--- config.mk ---
export PLATFORM = sky130hd
export DESIGN_NAME = rmf_sort_chain
export DESIGN_NICKNAME = d
export VERILOG_FILES = /design/src/hdl/rmf_pkg.sv /design/src/hdl/rmf_sort_cell.sv /design/src/hdl/rmf_sort_chain.sv
export SDC_FILE = /design/constraint.sdc
export NUM_CORES = 2
export LEC_CHECK = 0
export ABC_AREA = 0
export BUFFER_PORTS_ARGS = -buffer_cell sky130_fd_sc_hd__buf_2
export CORE_AREA = 2 2 378 417
export DETAILED_ROUTE_END_ITERATION = 8
export DIE_AREA = 0 0 380 419
export PLACE_DENSITY_LB_ADDON = 0.05
export SLEW_MARGIN = 20
export SYNTH_ARGS = -nofsm -noshare
export SYNTH_HDL_FRONTEND = slang
export SYNTH_HIERARCHICAL = 1
export SYNTH_SLANG_ARGS = --single-unit
export TNS_END_PERCENT = 1
--- constraint.sdc ---
create_clock -name clk -period 6 [get_ports clk]
set_input_delay 1.2 -clock clk [delete_from_list [all_inputs] [get_ports clk]]
set_output_delay 1.2 -clock clk [all_outputs]
set_load 0.01 [all_outputs]
--- src/hdl/rmf_pkg.sv ---
// rmf_pkg: shared types and constants of the rgb median filter
// no dependencies; used by the interfaces, the sort chain and the top level
`default_nettype none

package rmf_pkg;

    localparam int PIX_W      = 8;
    localparam int OUT_COL_W  = 10;
    localparam int OUT_ROW_W  = 12;
    localparam int CFG_IDX_W  = 2;
    localparam int CFG_DATA_W = 13;
    localparam int RAD_W      = 2;
    localparam int WID_W      = 11;
    localparam int HGT_W      = 13;
    localparam int MAX_HEIGHT = 4096;

    localparam logic [CFG_IDX_W-1:0] REG_RADIUS = 2'd0;
    localparam logic [CFG_IDX_W-1:0] REG_WIDTH  = 2'd1;
    localparam logic [CFG_IDX_W-1:0] REG_HEIGHT = 2'd2;

    localparam logic [RAD_W-1:0] RADIUS_RST = 2'd1;
    localparam logic [WID_W-1:0] WIDTH_RST  = 11'd1024;
    localparam logic [HGT_W-1:0] HEIGHT_RST = 13'd768;

    localparam logic FUNC_DRAIN = 1'b1;

    typedef struct packed {
        logic clear;
        logic insert;
        logic pick;
    } chain_ctrl_t;

endpackage

`default_nettype wire

--- src/hdl/rmf_sort_cell.sv ---
// rmf_sort_cell: one slot of an insertion sorting chain, holds one value
// depends on rmf_pkg for the chain control struct
`default_nettype none

module rmf_sort_cell (
    input  wire logic                      clk,
    input  wire logic                      rst_n,
    input  wire rmf_pkg::chain_ctrl_t      ctrl,
    input  wire logic [rmf_pkg::PIX_W-1:0] x,
    input  wire logic [rmf_pkg::PIX_W-1:0] prev_val,
    input  wire logic                      prev_valid,
    input  wire logic                      prev_le,
    output      logic [rmf_pkg::PIX_W-1:0] val,
    output      logic                      valid,
    output      logic                      le
);

    logic [rmf_pkg::PIX_W-1:0] val_reg;
    logic [rmf_pkg::PIX_W-1:0] val_next;
    logic                      valid_reg;
    logic                      valid_next;

    assign le = valid_reg && (val_reg <= x);

    always_comb
    begin
        val_next   = val_reg;
        valid_next = valid_reg;
        if (ctrl.clear)
        begin
            valid_next = 1'b0;
        end
        else if (ctrl.insert && !le)
        begin
            // new value lands here when the left neighbor stays, else shift right
            if (prev_le)
            begin
                val_next   = x;
                valid_next = 1'b1;
            end
            else
            begin
                val_next   = prev_val;
                valid_next = prev_valid;
            end
        end
    end

    always_ff @(posedge clk or negedge rst_n)
    begin
        if (!rst_n)
        begin
            valid_reg <= 1'b0;
        end
        else
        begin
            valid_reg <= valid_next;
        end
    end

    always_ff @(posedge clk)
    begin
        val_reg <= val_next;
    end

    assign val   = val_reg;
    assign valid = valid_reg;

endmodule

`default_nettype wire

--- src/hdl/rmf_sort_chain.sv ---
// rmf_sort_chain: three rows of sort cells (red, green, blue) and the middle pick
// depends on rmf_pkg and rmf_sort_cell
`default_nettype none

module rmf_sort_chain #(
    parameter int DEPTH = 49
) (
    input  wire logic                                 clk,
    input  wire logic                                 rst_n,
    input  wire rmf_pkg::chain_ctrl_t                 ctrl,
    input  wire logic [2:0][rmf_pkg::PIX_W-1:0]       x,
    input  wire logic [$clog2(DEPTH)-1:0]             lo_idx,
    input  wire logic [$clog2(DEPTH)-1:0]             hi_idx,
    output      logic [2:0][rmf_pkg::PIX_W-1:0]       lo_val,
    output      logic [2:0][rmf_pkg::PIX_W-1:0]       hi_val
);

    for (genvar ch = 0; ch < 3; ch++)
    begin : g_lane
        logic [rmf_pkg::PIX_W-1:0] val [DEPTH];
        logic                      vld [DEPTH];
        logic                      le  [DEPTH];
        logic [rmf_pkg::PIX_W-1:0] lo_reg;
        logic [rmf_pkg::PIX_W-1:0] hi_reg;

        for (genvar i = 0; i < DEPTH; i++)
        begin : g_cell
            if (i == 0)
            begin : g_head
                rmf_sort_cell u_cell (
                    .clk        (clk),
                    .rst_n      (rst_n),
                    .ctrl       (ctrl),
                    .x          (x[ch]),
                    .prev_val   (x[ch]),
                    .prev_valid (1'b1),
                    .prev_le    (1'b1),
                    .val        (val[i]),
                    .valid      (vld[i]),
                    .le         (le[i])
                );
            end
            else
            begin : g_body
                rmf_sort_cell u_cell (
                    .clk        (clk),
                    .rst_n      (rst_n),
                    .ctrl       (ctrl),
                    .x          (x[ch]),
                    .prev_val   (val[i-1]),
                    .prev_valid (vld[i-1]),
                    .prev_le    (le[i-1]),
                    .val        (val[i]),
                    .valid      (vld[i]),
                    .le         (le[i])
                );
            end
        end

        always_ff @(posedge clk)
        begin
            if (ctrl.pick)
            begin
                lo_reg <= val[lo_idx];
                hi_reg <= val[hi_idx];
            end
        end

        assign lo_val[ch] = lo_reg;
        assign hi_val[ch] = hi_reg;
    end

endmodule

`default_nettype wire

==> impl_metrics.yaml <==
floorplan:
  die-width_um: 380
  row_count: 152
  core_area_um2: 155000
  die_h_um: 419
  fp.dieArea_um2: 159000
  initial_core_util_pct: 69.5
  ioPinCount: 89
timing:
  setup_viol: 0
  fin_crit_sh_pct: 65.4
  hold_violations: 0
  slew_violations: 0
  finalCriticalPeriod_ns: 3.92
  tightest_slew_ns: 1.38
  rsz0062_at_grt: "false"
  timing.final.ws_setup_ns: 2.08
  slew_headroom_pct: 6.96
  fmax_ghz: 0.255
  finClkSkew_ns: 0.0194
  tns_ns: 0
finish:
  areaGrowthSynthToFinish_pct: 8.30
  largest_reg_flops: 1152
  utilization_pct: 75.3
  post_route_cells_drive_above_1_share_pct: 28.9
  fin_area_um2: 117000
  nNetsFinal: 10300
yosys:
  synth-simple-area-share_pct: 6.93
  ys_seq_area_share_pct: 37.5
  synth_mux_area_share_pct: 25.7
  synth_top_family_by_area: "multiplexers"
  synth-edff-count: 1224
  synth_seq_cells: 1371
  synthArstFlopShare_pct: 10.7
  synthAdderAreaFrac_pct: 13.6
  synth-main-ff-cell: "edfxtp_1"
  ys_types: 53
  synthCells: 9024
  avgSynthCellArea_um2: 12.0
  synth_compound_area_share_pct: 9.97
  synth-warning-count: 6
  syn_area_um2: 108000
  synth_xor_area_share_pct: 0
power:
  powerDensity_nw_per_um2: 234
  vdd_ir_drop_max_mv: 0.228
  power.leakage_uw: 0.0471
place:
  place_ws_ns: 1.36
  port_buffers: 88
  gp_congestion: 1.06
  placed_cell_area_um2: 112000
  dpl.hpwl_mm: 248
detailed_routing:
  drt.antenna.violating_nets: 0
  finalWirelength_mm: 350
  drtIter0Drc: 10800
  via_per_inst: 7.35
  drc_errors: 18
  drt-pass1-iter-count: 9
  wire_per_inst_um: 30.8
  vias: 83500
worst_setup_path:
  r2r-end: "g_lane[1].g_cell[31].g_body.u_cell/val[2]"
  reg2reg_depth: 6
  path_max_fanout: 53
  worst_setup_path_end_kind: "flop"
  path_class: "in -> reg"
  arrival_ns: 4.34
  rr_startpoint: "g_lane[1].g_cell[31].g_body.u_cell/val[1]"
  worst_ep_required_time_ns: 6.42
  cp-start-kind: "input pin"
  r2r_setup_slack_ns: 3.04
clocking:
  clk_latency_ns: 0.82
  post_cts_resized: 0
  clk_path_buf_depth: 3
  cts_hold_buf: 0
  cts.sinks: 1371
  numCtsBuffers: 152
  path_clk_slew_ns: 0.06
  clk_root_buffer_cell: "clkbuf_16"
  cts_tree: "yes"
  cts-htree-levels: 4
  post_cts_buffers: 0
grt:
  grt_pass1_vias: 82900
  grt_pass1_wl_mm: 522
  grt_start_max_net_pins: 111
  globalRouteTotalUtil_pct: 43.7
  grt_overflow_total: 0
  antenna_found_initial: 25
flow_run:
  cap_viol_max_count: 0
min_path:
  hold_path.class: "in -> async"
outcome:
  outcome: "complete, but fails checks"
  violations: "DRC"
==> worst max-delay path, cell delays in order <==
cell,delay [ns]
buf_4,0.71
buf_4,0.43
inv_1,0.08
ha_1,0.34
nand4_1,0.12
nor2_1,0.06
a211oi_1,0.26
nor3_2,0.19
nor3b_1,0.88
==> cell usage after synthesis, types with 2 or more instances <==
cell type	count	area share, %
o211a_1	4	0.037
inv_1	1324	4.6
a22o_1	4	0.032
nor3_1	36	0.17
nor2_1	217	0.75
buf_2	229	1.1
nor4_1	2	0.012
or2_2	7	0.041
and2_1	3	0.017
nand2b_1	13	0.075
mux2_2	1211	13
a21oi_1	528	2.4
nor3_2	147	1.4
o21ai_0	345	1.6
buf_1	19	0.066
a222oi_1	8	0.074
nand4_1	294	1.7
o2111ai_1	4	0.032
o22ai_1	80	0.46
mux2i_1	151	1.4
edfxtp_1	1224	34
mux4_2	560	12
o21ba_2	147	1.4
a211oi_1	163	1.1
clkbuf_1	60	0.21
nand2_1	23	0.080
o221ai_1	34	0.28
a21o_1	147	1.0
buf_6	9	0.094
nor2b_1	161	0.93
dfrtp_1	147	3.4
a221oi_2	4	0.056
a31oi_1	8	0.046
buf_4	35	0.24
nor3b_1	148	1.0
a221oi_1	2	0.016
o211ai_1	152	1.1
o21bai_1	4	0.028
nand3_1	151	0.70
a221o_1	2	0.019
ha_1	1176	14
o22a_1	30	0.24
==> cell usage in the layout, fill, tap and decap left out, drive strengths merged, types with 4 or more instances in the layout <==
| master | instances |
|---|---|
| diode | 17 |
| o21bai | 4 |
| ha | 1176 |
| nand3 | 151 |
| nor3 | 183 |
| a21o | 147 |
| o21ba | 147 |
| nor2b | 161 |
| bufinv | 13 |
| nor3b | 148 |
| mux4 | 560 |
| o221ai | 34 |
| o22a | 30 |
| a21oi | 528 |
| nand2b | 13 |
| a222oi | 8 |
| o2111ai | 4 |
| clkinvlp | 5 |
| or2 | 7 |
| a221oi | 6 |
| a22o | 4 |
| o22ai | 80 |
| mux2 | 1211 |
| edfxtp | 1224 |
| nand2 | 23 |
| inv | 1326 |
| nor2 | 217 |
| mux2i | 151 |
| a211oi | 163 |
| conb | 6 |
| clkinv | 48 |
| and2 | 4 |
| nand4 | 294 |
| dfrtp | 147 |
| o21ai | 345 |
| o211a | 4 |
| buf | 299 |
| o211ai | 152 |
| clkbuf | 212 |
| a31oi | 8 |
==> power by group <==
group / leakage, µW / switching [µW] / total (µW) / internal [µW]
clock network: 0.00242 / 3970 / 9520 / 5550
logic: 0.0311 / 3240 / 5780 / 2550
registers: 0.0135 / 808 / 12000 / 11200
==> metal layers <==
metal	global-route usage, %	part of all wire, %	up-vias
met3	13.9	13	1330
met2	66.0	44	5736
met5	0.364	0.15	-
li1	-	-	34900
met1	56.1	36	41400
met4	24.1	6.3	28
==> through the flow <==
step,instances,total power [µW],hold WS [ns]
after detailed placement,11100,17700,0.607
after floorplan,9029,15500,0.581
final,11400,27300,0.369
after global routing,11300,28100,0.393
after global placement,11100,17500,0.595
after CTS,11300,27100,0.355
==> final cells by class <==
class | instances | area [µm²]
diodes | 17 | 42.5
clock buffers | 211 | 4300
clock inverters | 66 | 646
fillers | 10300 | 38300
inverters | 1326 | 4980
multi-input cells | 5980 | 61100
flip-flops and latches | 1371 | 40400
well taps | 2079 | 2600
repair buffers | 300 | 2730
==> logic make-up after synthesis <==
kind of cell,Yosys count
DFF,1371
muxes,1922
and+or+nand+nor,1208
buffers and inverters,1678
AOI/OAI and AO/OA,1668
adders and majority gates,1176
other,1
==> worst max path at each step <==
stage	cells past startpoint	slack, ns	start	to
5_1_grt	9	2.02	x[19]	g_lane[2].g_cell[34].g_body.u_cell/val[7]
3_5_place_dp	9	1.36	x[5]	g_lane[0].g_cell[39].g_body.u_cell/val[6]
4_1_cts	9	2.18	x[5]	g_lane[0].g_cell[39].g_body.u_cell/val[2]
2_1_floorplan	7	2.93	x[17]	g_lane[2].g_cell[44].g_body.u_cell/val[0]
6_report	9	2.08	x[19]	g_lane[2].g_cell[28].g_body.u_cell/val[1]
3_3_place_gp	9	1.48	x[5]	g_lane[0].g_cell[43].g_body.u_cell/val[2]
(Power assumes the default switching activity.)
